===== src/rtl/core/sms_cmt_header_parser_defines.svh =====
// Assertion macros shared by the modem header parser RTL.
// Expects clk and arst_n in the scope where a macro is used.
`ifndef SMS_CMT_HEADER_PARSER_DEFINES_SVH
`define SMS_CMT_HEADER_PARSER_DEFINES_SVH

// Same-cycle implication, checked out of reset.
`define SMS_CMT_ASSERT_SAME(label, ante, cons, msg) \
	label: assert property (@(posedge clk) disable iff (!arst_n) (ante) |-> (cons)) \
		else $error(msg);

// Next-cycle implication, checked out of reset.
`define SMS_CMT_ASSERT_NEXT(label, ante, cons, msg) \
	label: assert property (@(posedge clk) disable iff (!arst_n) (ante) |=> (cons)) \
		else $error(msg);

`endif


===== src/rtl/core/sms_cmt_pkg.sv =====
// Shared types, character codes and lookup functions for the modem header parser.
// No dependencies.
package sms_cmt_pkg;

	localparam int SENDER_MAX_DEF = 32;
	localparam int STAMP_MAX_DEF  = 32;
	localparam int TOKEN_MAX_DEF  = 7;

	localparam logic [7:0] CH_LF    = 8'h0A;
	localparam logic [7:0] CH_CR    = 8'h0D;
	localparam logic [7:0] CH_SPACE = 8'h20;
	localparam logic [7:0] CH_QUOTE = 8'h22;
	localparam logic [7:0] CH_ZERO  = 8'h30;
	localparam logic [7:0] CH_NINE  = 8'h39;

	localparam logic [2:0] PREFIX_LAST   = 3'd3;
	localparam logic [2:0] PREFIX_LEN    = 3'd4;
	localparam logic [2:0] SENDER_QUOTE  = 3'd1;
	localparam logic [2:0] STAMP_QUOTE   = 3'd5;
	localparam logic [2:0] QUOTES_TOTAL  = 3'd6;
	localparam logic [2:0] FIELDS_TOTAL  = 3'd6;
	localparam logic [5:0] COUNT_SAT     = 6'd63;

	typedef enum logic [1:0] {
		PH_SKIP,
		PH_PREFIX,
		PH_NOCMT,
		PH_FIELDS
	} phase_t;

	typedef enum logic [2:0] {
		ST_OK        = 3'd0,
		ST_NO_CMT    = 3'd1,
		ST_NO_QUOTE  = 3'd2,
		ST_TOO_LONG  = 3'd3,
		ST_MALFORMED = 3'd4
	} status_t;

	typedef struct packed {
		logic       step;
		logic       close;
		logic       clear;
		logic [7:0] ch;
	} stamp_ctrl_t;

	typedef struct packed {
		logic [15:0]     year;
		logic [4:0][7:0] date;
		logic [5:0]      valid;
		status_t         status;
	} stamp_view_t;

	typedef struct packed {
		logic        kind;
		logic [7:0]  sender_char;
		status_t     status;
		logic [5:0]  sender_len;
		logic [15:0] year;
		logic [7:0]  month;
		logic [7:0]  day;
		logic [7:0]  hour;
		logic [7:0]  minute;
		logic [7:0]  second;
		logic [5:0]  field_ok;
	} result_t;

	// "+CMT", one character per prefix position
	function automatic logic [7:0] cmt_char(input logic [1:0] pos);
		logic [7:0] c;
		case (pos)
			2'd0: c = 8'h2B;
			2'd1: c = 8'h43;
			2'd2: c = 8'h4D;
			default: c = 8'h54;
		endcase
		return c;
	endfunction

	// delimiter that closes each timestamp token
	function automatic logic [7:0] stamp_delim(input logic [2:0] sel);
		logic [7:0] c;
		case (sel)
			3'd0, 3'd1: c = 8'h2F;
			3'd2:       c = 8'h2C;
			3'd3, 3'd4: c = 8'h3A;
			default:    c = 8'h2B;
		endcase
		return c;
	endfunction

endpackage


===== src/rtl/core/sms_cmt_stamp.sv =====
// Timestamp token parser: splits yy/mm/dd,hh:mm:ss into six fields with valid bits.
// Depends on sms_cmt_pkg. The view output shows the state after the current request.
module sms_cmt_stamp #(
	parameter int STAMP_MAX = sms_cmt_pkg::STAMP_MAX_DEF,
	parameter int TOKEN_MAX = sms_cmt_pkg::TOKEN_MAX_DEF
) (
	input  logic                      clk,
	input  logic                      arst_n,
	input  sms_cmt_pkg::stamp_ctrl_t  ctrl,
	output sms_cmt_pkg::stamp_view_t  view
);

	logic [5:0]           stamp_count_q, stamp_count_nx;
	logic [15:0]          token_value_q, token_value_nx;
	logic [2:0]           token_len_q, token_len_nx;
	logic                 digits_only_q, digits_only_nx;
	logic [2:0]           field_sel_q, field_sel_nx;
	logic [15:0]          year_q, year_nx;
	logic [4:0][7:0]      date_q, date_nx;
	logic [5:0]           valid_q, valid_nx;
	sms_cmt_pkg::status_t status_q, status_nx;
	logic [2:0]           date_idx;
	logic                 is_digit;

	assign date_idx = field_sel_q - 3'd1;
	assign is_digit = (ctrl.ch >= sms_cmt_pkg::CH_ZERO) && (ctrl.ch <= sms_cmt_pkg::CH_NINE);

	always_comb begin
		stamp_count_nx = stamp_count_q;
		token_value_nx = token_value_q;
		token_len_nx   = token_len_q;
		digits_only_nx = digits_only_q;
		field_sel_nx   = field_sel_q;
		year_nx        = year_q;
		date_nx        = date_q;
		valid_nx       = valid_q;
		status_nx      = status_q;
		if (ctrl.step) begin
			if (stamp_count_q != sms_cmt_pkg::COUNT_SAT) begin
				stamp_count_nx = stamp_count_q + 6'd1;
			end
			if (field_sel_q < sms_cmt_pkg::FIELDS_TOTAL
					&& status_q != sms_cmt_pkg::ST_MALFORMED) begin
				if (ctrl.ch == sms_cmt_pkg::stamp_delim(field_sel_q) && token_len_q != 3'd0) begin
					// commit the token; a token with a non-digit leaves its field alone
					if (digits_only_q) begin
						if (field_sel_q == 3'd0) begin
							year_nx = token_value_q;
						end else begin
							date_nx[date_idx] = token_value_q[7:0];
						end
						valid_nx[field_sel_q] = 1'b1;
					end
					field_sel_nx   = field_sel_q + 3'd1;
					token_value_nx = '0;
					token_len_nx   = '0;
					digits_only_nx = 1'b1;
				end else if (token_len_q >= 3'(TOKEN_MAX)) begin
					status_nx = sms_cmt_pkg::ST_MALFORMED;
				end else begin
					token_len_nx = token_len_q + 3'd1;
					if (is_digit) begin
						token_value_nx = (token_value_q << 3) + (token_value_q << 1)
							+ {12'd0, ctrl.ch[3:0]};
					end else begin
						digits_only_nx = 1'b0;
					end
				end
			end
		end
		if (ctrl.close) begin
			if (stamp_count_q >= 6'(STAMP_MAX)) begin
				status_nx = sms_cmt_pkg::ST_TOO_LONG;
			end else if (field_sel_q < sms_cmt_pkg::FIELDS_TOTAL) begin
				status_nx = sms_cmt_pkg::ST_MALFORMED;
			end
		end
	end

	always_ff @(posedge clk or negedge arst_n) begin
		if (!arst_n) begin
			stamp_count_q <= '0;
			token_value_q <= '0;
			token_len_q   <= '0;
			digits_only_q <= 1'b1;
			field_sel_q   <= '0;
			year_q        <= '0;
			date_q        <= '0;
			valid_q       <= '0;
			status_q      <= sms_cmt_pkg::ST_OK;
		end else if (ctrl.clear) begin
			stamp_count_q <= '0;
			token_value_q <= '0;
			token_len_q   <= '0;
			digits_only_q <= 1'b1;
			field_sel_q   <= '0;
			year_q        <= '0;
			date_q        <= '0;
			valid_q       <= '0;
			status_q      <= sms_cmt_pkg::ST_OK;
		end else begin
			stamp_count_q <= stamp_count_nx;
			token_value_q <= token_value_nx;
			token_len_q   <= token_len_nx;
			digits_only_q <= digits_only_nx;
			field_sel_q   <= field_sel_nx;
			year_q        <= year_nx;
			date_q        <= date_nx;
			valid_q       <= valid_nx;
			status_q      <= status_nx;
		end
	end

	assign view.year   = year_nx;
	assign view.date   = date_nx;
	assign view.valid  = valid_nx;
	assign view.status = status_nx;

endmodule


===== src/rtl/core/sms_cmt_outreg.sv =====
// Result register of the modem header parser: holds one result until it is taken.
// Depends on sms_cmt_pkg.
module sms_cmt_outreg (
	input  logic                 clk,
	input  logic                 arst_n,
	input  logic                 load,
	input  sms_cmt_pkg::result_t load_res,
	input  logic                 ready,
	output logic                 valid,
	output logic                 free,
	output sms_cmt_pkg::result_t res
);

	logic                 valid_q;
	sms_cmt_pkg::result_t res_q;

	always_ff @(posedge clk or negedge arst_n) begin
		if (!arst_n) begin
			valid_q <= 1'b0;
		end else if (load) begin
			valid_q <= 1'b1;
		end else if (ready) begin
			valid_q <= 1'b0;
		end
	end

	always_ff @(posedge clk) begin
		if (load) begin
			res_q <= load_res;
		end
	end

	assign valid = valid_q;
	assign free  = !valid_q || ready;
	assign res   = res_q;

endmodule


===== src/rtl/core/sms_cmt_header_parser.sv =====
// Parser for the "+CMT" header line of a text-mode SMS, one byte per request. A byte
// enters an input register and is parsed from there into a single result
// register, so the block takes one byte every clock cycle as long as results are
// taken. The result register loads its result when the byte leaves the input
// register. Sender bytes come out as they arrive; the byte marked last yields an
// end-of-line summary and re-arms the parser for the next line. A byte that gives
// no result moves on even while the result register is full; only a byte that
// gives a result waits for it to drain.
`include "sms_cmt_header_parser_defines.svh"

module sms_cmt_header_parser #(
	parameter int SENDER_MAX = sms_cmt_pkg::SENDER_MAX_DEF,
	parameter int STAMP_MAX  = sms_cmt_pkg::STAMP_MAX_DEF,
	parameter int TOKEN_MAX  = sms_cmt_pkg::TOKEN_MAX_DEF
) (
	input  logic        clk,
	input  logic        arst_n,
	input  logic        in_valid,
	output logic        in_ready,
	input  logic [7:0]  data_byte,
	input  logic        last,
	output logic        out_valid,
	input  logic        out_ready,
	output logic        kind,
	output logic [7:0]  sender_char,
	output logic [2:0]  status,
	output logic [5:0]  sender_len,
	output logic [15:0] year,
	output logic [7:0]  month,
	output logic [7:0]  day,
	output logic [7:0]  hour,
	output logic [7:0]  minute,
	output logic [7:0]  second,
	output logic [5:0]  field_ok
);

	logic                     valid_s1;
	logic [7:0]               data_s1;
	logic                     last_s1;

	sms_cmt_pkg::phase_t      phase_q, phase_nx, ph_eff;
	logic [2:0]               prefix_pos_q, prefix_pos_nx;
	logic [2:0]               quote_count_q, quote_count_nx;
	logic [5:0]               sender_count_q, sender_count_nx;

	logic                     is_ws;
	logic                     in_fields;
	logic                     quote_evt;
	logic                     sender_evt;
	logic                     emit_char;
	logic                     produces;
	logic                     adv;
	logic                     out_free;
	sms_cmt_pkg::status_t     st;
	sms_cmt_pkg::stamp_ctrl_t stamp_ctrl;
	sms_cmt_pkg::stamp_view_t stamp_view;
	sms_cmt_pkg::result_t     res_nx;
	sms_cmt_pkg::result_t     res_q;

	// input register
	assign in_ready = !valid_s1 || adv;

	always_ff @(posedge clk or negedge arst_n) begin
		if (!arst_n) begin
			valid_s1 <= 1'b0;
		end else if (in_valid && in_ready) begin
			valid_s1 <= 1'b1;
		end else if (adv) begin
			valid_s1 <= 1'b0;
		end
	end

	always_ff @(posedge clk) begin
		if (in_valid && in_ready) begin
			data_s1 <= data_byte;
			last_s1 <= last;
		end
	end

	// leave skipping on the first non-blank byte, which is already a prefix byte
	assign is_ws = (data_s1 == sms_cmt_pkg::CH_CR) || (data_s1 == sms_cmt_pkg::CH_LF)
		|| (data_s1 == sms_cmt_pkg::CH_SPACE);
	assign ph_eff = (phase_q == sms_cmt_pkg::PH_SKIP && !is_ws) ? sms_cmt_pkg::PH_PREFIX
		: phase_q;

	// next state of the line phase
	always_comb begin
		phase_nx      = ph_eff;
		prefix_pos_nx = prefix_pos_q;
		if (ph_eff == sms_cmt_pkg::PH_PREFIX) begin
			if (data_s1 == sms_cmt_pkg::cmt_char(prefix_pos_q[1:0])) begin
				prefix_pos_nx = prefix_pos_q + 3'd1;
				if (prefix_pos_q == sms_cmt_pkg::PREFIX_LAST) begin
					phase_nx = sms_cmt_pkg::PH_FIELDS;
				end
			end else begin
				phase_nx = sms_cmt_pkg::PH_NOCMT;
			end
		end
	end

	// field counters, timestamp control and result
	assign in_fields  = (ph_eff == sms_cmt_pkg::PH_FIELDS);
	assign quote_evt  = in_fields && data_s1 == sms_cmt_pkg::CH_QUOTE
		&& quote_count_q < sms_cmt_pkg::QUOTES_TOTAL;
	assign sender_evt = in_fields && !quote_evt && quote_count_q == sms_cmt_pkg::SENDER_QUOTE;
	assign emit_char  = sender_evt && !last_s1 && sender_count_q < 6'(SENDER_MAX - 1);
	assign produces   = emit_char || last_s1;
	assign adv        = valid_s1 && (!produces || out_free);

	assign stamp_ctrl.step  = adv && in_fields && !quote_evt
		&& quote_count_q == sms_cmt_pkg::STAMP_QUOTE;
	assign stamp_ctrl.close = adv && quote_evt && quote_count_q == sms_cmt_pkg::STAMP_QUOTE;
	assign stamp_ctrl.clear = adv && last_s1;
	assign stamp_ctrl.ch    = data_s1;

	always_comb begin
		quote_count_nx  = quote_count_q;
		sender_count_nx = sender_count_q;
		if (quote_evt) begin
			quote_count_nx = quote_count_q + 3'd1;
		end
		if (sender_evt && sender_count_q != sms_cmt_pkg::COUNT_SAT) begin
			sender_count_nx = sender_count_q + 6'd1;
		end

		if (phase_nx != sms_cmt_pkg::PH_FIELDS) begin
			st = sms_cmt_pkg::ST_NO_CMT;
		end else if (quote_count_nx < sms_cmt_pkg::QUOTES_TOTAL) begin
			st = sms_cmt_pkg::ST_NO_QUOTE;
		end else begin
			st = stamp_view.status;
		end

		res_nx = '0;
		if (last_s1) begin
			res_nx.kind       = 1'b1;
			res_nx.status     = st;
			res_nx.sender_len = sender_count_nx;
			if (st == sms_cmt_pkg::ST_OK || st == sms_cmt_pkg::ST_MALFORMED) begin
				res_nx.year     = stamp_view.year;
				res_nx.month    = stamp_view.date[0];
				res_nx.day      = stamp_view.date[1];
				res_nx.hour     = stamp_view.date[2];
				res_nx.minute   = stamp_view.date[3];
				res_nx.second   = stamp_view.date[4];
				res_nx.field_ok = stamp_view.valid;
			end
		end else begin
			res_nx.status      = sms_cmt_pkg::ST_OK;
			res_nx.sender_char = data_s1;
		end
	end

	always_ff @(posedge clk or negedge arst_n) begin
		if (!arst_n) begin
			phase_q        <= sms_cmt_pkg::PH_SKIP;
			prefix_pos_q   <= '0;
			quote_count_q  <= '0;
			sender_count_q <= '0;
		end else if (adv) begin
			if (last_s1) begin
				phase_q        <= sms_cmt_pkg::PH_SKIP;
				prefix_pos_q   <= '0;
				quote_count_q  <= '0;
				sender_count_q <= '0;
			end else begin
				phase_q        <= phase_nx;
				prefix_pos_q   <= prefix_pos_nx;
				quote_count_q  <= quote_count_nx;
				sender_count_q <= sender_count_nx;
			end
		end
	end

	sms_cmt_stamp #(
		.STAMP_MAX (STAMP_MAX),
		.TOKEN_MAX (TOKEN_MAX)
	) u_stamp (
		.clk    (clk),
		.arst_n (arst_n),
		.ctrl   (stamp_ctrl),
		.view   (stamp_view)
	);

	sms_cmt_outreg u_outreg (
		.clk      (clk),
		.arst_n   (arst_n),
		.load     (adv && produces),
		.load_res (res_nx),
		.ready    (out_ready),
		.valid    (out_valid),
		.free     (out_free),
		.res      (res_q)
	);

	assign kind        = res_q.kind;
	assign sender_char = res_q.sender_char;
	assign status      = res_q.status;
	assign sender_len  = res_q.sender_len;
	assign year        = res_q.year;
	assign month       = res_q.month;
	assign day         = res_q.day;
	assign hour        = res_q.hour;
	assign minute      = res_q.minute;
	assign second      = res_q.second;
	assign field_ok    = res_q.field_ok;

	`SMS_CMT_ASSERT_SAME(a_char_clean, out_valid && !kind,
		status == sms_cmt_pkg::ST_OK && sender_len == 6'd0 && field_ok == 6'd0,
		"sender byte result carries summary fields")
	`SMS_CMT_ASSERT_SAME(a_fail_no_date, out_valid && kind
		&& (status == sms_cmt_pkg::ST_NO_CMT || status == sms_cmt_pkg::ST_NO_QUOTE
		|| status == sms_cmt_pkg::ST_TOO_LONG), field_ok == 6'd0 && year == 16'd0,
		"failed summary reports a date")
	`SMS_CMT_ASSERT_NEXT(a_line_rearm, adv && last_s1,
		phase_q == sms_cmt_pkg::PH_SKIP && quote_count_q == 3'd0 && sender_count_q == 6'd0,
		"parser not re-armed after end of line")
	`SMS_CMT_ASSERT_SAME(a_prefix_done, phase_q == sms_cmt_pkg::PH_FIELDS,
		prefix_pos_q == sms_cmt_pkg::PREFIX_LEN,
		"field phase entered without full prefix")

endmodule

===== config.mk =====
export PLATFORM = sky130hd
export DESIGN_NAME = sms_cmt_header_parser
export DESIGN_NICKNAME = d
export VERILOG_FILES = /design/src/rtl/core/sms_cmt_pkg.sv /design/src/rtl/core/sms_cmt_stamp.sv /design/src/rtl/core/sms_cmt_outreg.sv /design/src/rtl/core/sms_cmt_header_parser.sv
export VERILOG_INCLUDE_DIRS = /design/src /design/src/rtl/core
export SDC_FILE = /design/constraint.sdc
export NUM_CORES = 1
export LEC_CHECK = 0
export ABC_AREA = 1
export BUFFER_PORTS_ARGS = -buffer_cell sky130_fd_sc_hd__buf_4
export CELL_PAD_IN_SITES_DETAIL_PLACEMENT = 1
export CELL_PAD_IN_SITES_GLOBAL_PLACEMENT = 1
export CORE_MARGIN = 5
export CORE_UTILIZATION = 46
export CTS_CLUSTER_SIZE = 25
export DETAILED_ROUTE_END_ITERATION = 7
export GPL_TIMING_DRIVEN = 0
export PLACE_DENSITY_LB_ADDON = 0.1
export SLEW_MARGIN = 15
export SYNTH_ARGS = -nofsm -noshare
export SYNTH_HDL_FRONTEND = slang
export SYNTH_SLANG_ARGS = --single-unit

===== constraint.sdc =====
create_clock -name clk -period 4.3 [get_ports clk]
set_input_delay 0.645 -clock clk [delete_from_list [all_inputs] [get_ports clk]]
set_output_delay 0.645 -clock clk [all_outputs]
set_load 0.01 [all_outputs]

==> results.md, run 1 <==
* Synth Instances at 1259
* Main combinational cell family by area after synthesis: simple AND/OR/NAND/NOR gates
* Hold WC Path Type: input pin to async pin
* Fill cell count at around 2800
* Metal3 WL at about 1100 microns
* Leakage power at between 0.005 and 0.006 uW
* First-pass GRT wire length at 49000 microns
* Synth Area in Adders at about 5.4%
* Initial antenna violation count at 0
* Post-layout util at 54.0%
* CTS sink cnt at slightly below 200
* Yosys cell types at 46
* Overall Global Routing Usage at around 23%
* Reg2reg path depth at 18
* WP depth at 18
* PD cells at between 300 and 400 nW/um^2
* R2r setup slk at just over 0.7 ns
* XOR/XNOR Fraction of Synth Area at around 1.9%
* CP required at 4.51 ns
* Max IR drop VDD at 0.259 mV
* Worst-path clk slew at 0.08 ns
* Worst Setup Path Type: register to register
* Die width at about 160 microns
* Slew Viols, Final at 0
* Post-synthesis mux area share at less than 1%
* Worst path bufs/invs at 4
* Crit path DAT at between 3 and 4 ns
* RSZ-0062 raised after global routing: false
* Post-CTS Hold Buffers at 0
* Simple-Gate Fraction of Synth Area at between 20% and 30%
* Worst Setup SP: u_stamp.field_sel_q[0]
* PortBufs at 94
* Inserted Diodes at 0
* Tmin final at approximately 3.6 ns
* Worst skew pair latency at roughly 0.44 ns
* Max Root-Sink Buffers at 2
* TritonCTS Buffers at 17
* Drt drc at 0
* Commonest non-fill, non-tap cell in the layout: nand2_1
* Final HPWL DP at 22000 microns
* Vias at 8834
* Final ANT Viol Nets at 0
* R2R Path End: u_outreg.res[8]
* Synthesized flop and latch total at slightly below 200
* WL/cell at around 18 microns
* Register area at between 5000 and 6000 sq um
* Final nets at 1433
* CP peak stage delay at between 0.5 and 0.6 ns
* Clock power share at about 32%
* Switching power at around 1700 uW
* Initial Utilization at between 40% and 50%
* Max Fclk at about 280 MHz
* Most Frequent Cell on Critical Path: nand2_1
* Footprint of the multi-input gates at between 4000 and 5000 sq um
* Number of global-route vias before repair at roughly 9300
* Routed wl met2 at around 15000 microns
* Ratio of cells with drive above 1 in the final layout at roughly 17%
* CTS tree: done
* Max_cap viols at 0
* RR Startpoint: u_stamp.field_sel_q[0]
* Period utilisation layout at 83.4%
* Core region area at around 23000 sq um
* Post-synthesis sequential area ratio at roughly half
* Number of flops mapped to enable cells by yosys at slightly below 90
* Cts repair resizes at 0
* Top Layer Used: met4
* Final Setup Violations at 0
* Die span in y at around 160 microns
* Total grt overflow at 0
* CP max stage cell: dfrtp_1
* WL final at between 20000 and 30000 microns
* Synth Area per Inst at approximately 8.6 sq um
* Most frequent cells in the layout: 391 x nand2_1, 119 x inv_1, 114 x nor2_1, 109 x dfrtp_1, 93 x buf_4
* Overall power at 4860 uW
* Switching portion of total power at between 30 and 40%
* Violation count after the first detailed-route iteration at 467
* Crit path max-delay family: simple AND/OR/NAND/NOR gates
* Outcome: complete, no violations
* Startpoint Class: register
* Syn Nets at ~1300
* Ys async rst share at 55.3%
* Layout area overhead at 16.0%
* Layout Skew at 0.0121 ns
* Number of placement rows at 56
* Critical-path maximum fanout at 10
* Met1 WL at 13600 microns
* Vias/cell at approximately 5.2
* Internal power at between 3000 and 4000 uW
* Post-synthesis compound-gate area fraction at under 10%
* Die ar. at 26800 sq um
* Most used DFF post-synth: dfrtp_1
* Seq pwr share at ~44%
* Setup crit end kind: register
* Combinational Power Share at 24.1%
* Crit path cell chain: inv_1 -> ha_1 -> ha_1 -> inv_2 -> nand3_1 -> nand2_1 -> nand2_1 -> nand2_1 -> nor2_1 -> nand2_2 -> buf_6 -> nand3_2 -> nor2_2 -> nor2_1 -> nand2_2 -> nand3_2 -> buf_2 -> nor3_1
* Syn Std Cell Area at around 11000 sq um
* Relative slew slack at 26.3%
* Clock H-tree levels at 4
* Clock root cell: clkbuf_16
* Pin count of the biggest net entering global routing at between 70 and 80
* Slew of the pin with the lowest slew margin at around 1.1 ns
* IO Count at 95
* Final hold vios at 0
* Final Wtd Congestion at 0.832
* Ys Warns at 0
* DR pass1 iterations at 4
* Post-CTS Setup Repair Bufs at 0
## worst max-delay path by stage
stage                                  end  slack (ns)
after floorplan            u_outreg.res[0]        0.94
after global placement    u_outreg.res[33]       -0.15
after detailed placement   u_outreg.res[8]        0.76
after CTS                  u_outreg.res[8]        0.74
after global routing       u_outreg.res[8]        0.50
final                      u_outreg.res[8]        0.72
## per-stage QoR
stage                     cells  worst slack, ns  setup TNS (ns)  hold WS [ns]  cell area (sq um)
after CTS                  1706            0.736               0         0.124              12600
after detailed placement   1674            0.762               0         0.475              12000
after floorplan            1259            0.936               0         0.349              10900
final                      1706            0.716               0         0.123              12600
after global placement     1672           -0.150          -11.27         0.468              12000
after global routing       1706            0.500               0         0.146              12600
## cell usage after synthesis, types with 4 or more instances
cell type  instances  area (sq um)
clkbuf_1          23          86.3
nor2_2             4          25.0
dfrtp_1          109          2730
ha_1              44           551
edfxtp_1          89          2670
xor2_1            13           114
a31oi_1            8          50.1
nand2_2            7          43.8
o22ai_1            5          31.3
nand4_1           21           131
nor3_2            49           490
inv_2             10          37.5
buf_6              8          90.1
buf_1              5          18.8
nand3_2            6          60.1
a21oi_1           24           120
nor2_1           114           428
o21ai_0           73           365
nand2_1          391          1470
o21ai_1           29           145
buf_2             13          65.1
xnor2_1           10          87.6
nor3_1            21           105
nand3_1           31           155
inv_1            120           450
## power groups by stage
stage	clock [uW]	combinational [uW]	sequential, uW
after floorplan	0	796	2160
after global placement	0	1120	2150
after detailed placement	0	1170	2150
after CTS	1600	1180	2110
after global routing	1700	1330	2120
final	1570	1170	2110
## cell families (layout without fill, tap and decap cells)
kind of cell               count (synthesis)  count (layout)
DFF                                      199             199
muxes                                      1               1
and+or+nand+nor                          657             657
buffers and inverters                    183             311
adders and majority gates                 46              46
AOI/OAI and AO/OA                        150             150
xor gates and xnor gates                  23              23
## layout make-up
cell class                      count  share of cell area [%]
Sequential cell                   199                    43.1
Multi-Input combinational cell    877                    37.0
Timing Repair Buffer               96                    6.07
Inverter                          134                    4.06
Clock buffer                       19                    3.44
Tap cell                          319                    3.17
Buffer                             49                    2.07
Clock inverter                     13                    1.08
## flip-flops by register name, summed over array words and instances (netlist names), 2 cells and up
register               cells
u_outreg.res              80
u_stamp.date_q            40
u_stamp.token_value_q     16
u_stamp.year_q            16
data_s1                    8
sender_count_q             6
u_stamp.stamp_count_q      6
u_stamp.valid_q            6
prefix_pos_q               3
quote_count_q              3
u_stamp.field_sel_q        3
u_stamp.status_q           3
u_stamp.token_len_q        3
phase_q                    2
## routing by layer
metal	track usage [%]	vias to the layer above
met5	0	-
met4	5.34	0
met3	2.75	29
met2	40.3	141
met1	30.9	4327
li1	-	4337
(Power assumes the default switching activity.)
==> run 2: changes to the inputs <==
CORE_UTILIZATION = 41   (was 46)
clock period = 3 ns   (was 4.3 ns; I/O delays follow)
==> run 2 against run 1 <==
  * Via count grew 2.1%
  * Clock power increased by 54%
  * Largest cell class unchanged
  * Count of clock-buffer cells in the layout decreased by 2
  * Die area up 11%
  * Highest routed layer unchanged
  * Sequential power increased by 43%
  * Routed wire length is 5.0% higher
==> results.md, run 2 (synthesized netlist as in run 1, its figures left out) <==
* Outcome: complete, no violations
* Period utilisation layout at 98.5% (+15 points)
* Combinational Power Share at 25.6% (+1.5 points)
* TritonCTS Buffers at 17 (unchanged)
* Overall Global Routing Usage at 21.2% (-1.9 points)
* Max Root-Sink Buffers at 2 (unchanged)
* First-pass GRT wire length at 51300 microns (+4.7%)
* Die width at 173 microns (+5.6%)
* Most frequent cells in the layout: 387 x nand2_1, 118 x inv_1, 112 x nor2_1, 107 x buf_4, 106 x dfrtp_1
* Critical-path maximum fanout at 7 (-3)
* PortBufs at 94 (unchanged)
* Crit path DAT at 3.20 ns (-0.60 ns)
* Worst Setup Slack, final at 0.0452 ns (-0.670 ns)
* Leakage power at 0.00606 uW (+3.5%)
* Startpoint Class: register
* Commonest non-fill, non-tap cell in the layout: nand2_1
* Final hold vios at 0 (unchanged)
* Max IR drop VDD at 0.366 mV (+41%)
* Core region area at 26100 sq um (+12%)
* Relative slew slack at 37.0% (+11 points)
* Placement Setup Slack at -0.516 ns (-1.28 ns)
* Final Setup Violations at 0 (unchanged)
* Tmin final at 2.95 ns (-0.630 ns)
* Hold WS at 0.169 ns (+0.0459 ns)
* Number of global-route vias before repair at 9349 (+0.34%)
* Switching power at 2530 uW (+53%)
* Die ar. at 29800 sq um (+11%)
* Total grt overflow at 0 (unchanged)
* CP required at 3.25 ns (-1.26 ns)
* Final nets at 1451 (+1.3%)
* WL final at 31400 microns (+5.0%)
* Worst Setup Path Type: register to register
* Number of placement rows at 59 (+5.4%)
* Final ANT Viol Nets at 0 (unchanged)
* PD cells at 559 nW/um^2 (+45%)
* Worst-path clk slew at 0.09 ns (about the same)
* Drt drc at 0 (unchanged)
* Internal power at 4760 uW (+49%)
* Seq pwr share at 41.3% (-2.2 points)
* Layout area overhead at 20.3%
* Hold WC Path Type: input pin to register
* IO Count at 95 (unchanged)
* Violation count after the first detailed-route iteration at 533 (+14%)
* Clock root cell: clkbuf_16
* WL/cell at 18.1 microns (+3.0%)
* Max_cap viols at 0 (unchanged)
* Setup crit end kind: register
* Final Wtd Congestion at 0.834 (+0.22%)
* Max Fclk at 338 MHz (+21%)
* Initial antenna violation count at 0 (unchanged)
* Max FFs per register at 80 (unchanged)
* Die span in y at 173 microns (+5.6%)
* Switching portion of total power at 34.7% (+0.56 points)
* Layout Skew at 0.0172 ns (+0.00506 ns)
* CTS sink cnt at 199 (unchanged)
* Slew of the pin with the lowest slew margin at 0.937 ns (-0.160 ns)
* Clock H-tree levels at 4 (unchanged)
* Pin count of the biggest net entering global routing at 78 (+8.3%)
* Final HPWL DP at 22100 microns (+0.46%)
* Ratio of cells with drive above 1 in the final layout at 21.1% (+4.0 points)
* Initial Utilization at 41.6% (-4.9 points)
* Worst skew pair latency at 0.45 ns (about the same)
* Inserted Diodes at 0 (unchanged)
* Slew Viols, Final at 0 (unchanged)
* DR pass1 iterations at 5 (+1)
* RSZ-0062 raised after global routing: true
* Area after DPL at 12100 sq um (+0.29%)
* CTS tree: done
* Vias/cell at 5.18 (about the same)
* Vias at 9019 (+2.1%)
* Final instance area at 13100 sq um (+3.7%)
* Clock power share at 33.1% (+0.7 points)
## run 2: changes by cell type in the layout (fill, tap and decap cells not counted), sizes merged
| cell | change |
|---|---|
| buf | +14 |
| bufbuf | +1 |
| bufinv | +1 |
| clkbuf | -1 |
| dlygate4sd3 | +1 |
| inv | +1 |
| nand3 | +1 |
## run 2: critical path, stage by stage (launching register included)
cell,delay [ns]
dfrtp_2,0.42
buf_4,0.17
ha_1,0.25
a21oi_4,0.21
nand2_2,0.09
inv_2,0.06
nand2_1,0.04
nand2_1,0.05
nand2_1,0.09
nand2_4,0.11
buf_6,0.13
nand3_2,0.08
nor2_4,0.15
nor2_1,0.07
nand2_2,0.12
nand3_4,0.15
bufbuf_16,0.31
nor3_1,0.27
## run 2: area by class of cell
| cell class | count | area (sq um) |
|---|---|---|
| Buffer | 48 | 299 |
| Clock buffer | 17 | 425 |
| Clock inverter | 15 | 179 |
| Fill cell | 3103 | 13000 |
| Inverter | 134 | 519 |
| Multi-Input combinational cell | 878 | 4810 |
| Sequential cell | 199 | 5430 |
| Tap cell | 335 | 419 |
| Timing Repair Buffer | 114 | 977 |
## run 2: power by group through the flow
stage               clock [uW]  sequential, uW  combinational, uW
floorplan                    0            3100               1140
global placement             0            3080               1630
detailed placement           0            3090               1710
CTS                       2450            3010               1820
global route              2570            3020               2110
finish                    2410            3010               1870
## run 2: repair_timing
item	CTS	global route
setup buffers	3	11
pin swaps	1	3
gates resized for setup	39	32
gates cloned	3	0
hold buffers	1	0
setup endpoints to repair	136	98
endpoints found under the hold margin	33	0
## run 2: final timing paths
kind                       cells after the start  slack [ns]                    from               endpoint
max                                           17        0.05  u_stamp.field_sel_q[0]       u_outreg.res[51]
min                                            1        0.17            data_byte[3]             data_s1[3]
max reg2reg                                   17        0.05  u_stamp.field_sel_q[0]       u_outreg.res[51]
min reg2reg                                    2        0.51         prefix_pos_q[2]        prefix_pos_q[2]
max in group asynchronous                      3        1.76                  arst_n  u_stamp.digits_only_q
min in group asynchronous                      2        0.45                  arst_n        prefix_pos_q[0]
## run 2: stage by stage
| stage | TNS, ns | utilization [%] | total power (uW) | cells |
|---|---|---|---|---|
| 3_3_place_gp | -86.21 | 46.0 | 4720 | 1688 |
| 2_1_floorplan | 0 | - | 4240 | 1259 |
| 4_1_cts | -0.00617 | 49.4 | 7280 | 1729 |
| 3_5_place_dp | -29.82 | 46.3 | 4790 | 1691 |
| 5_1_grt | -0.116 | 50.1 | 7700 | 1740 |
| 6_report | 0 | 50.1 | 7290 | 1740 |
## run 2: metal layers
layer  vias up  share of wire (%)  track usage, %
li1       4385                  -               -
met2       163                 48            35.0
met4         0                1.3            4.32
met1      4447                 47            29.5
met3        24                4.3            3.73
met5         -                  0               0
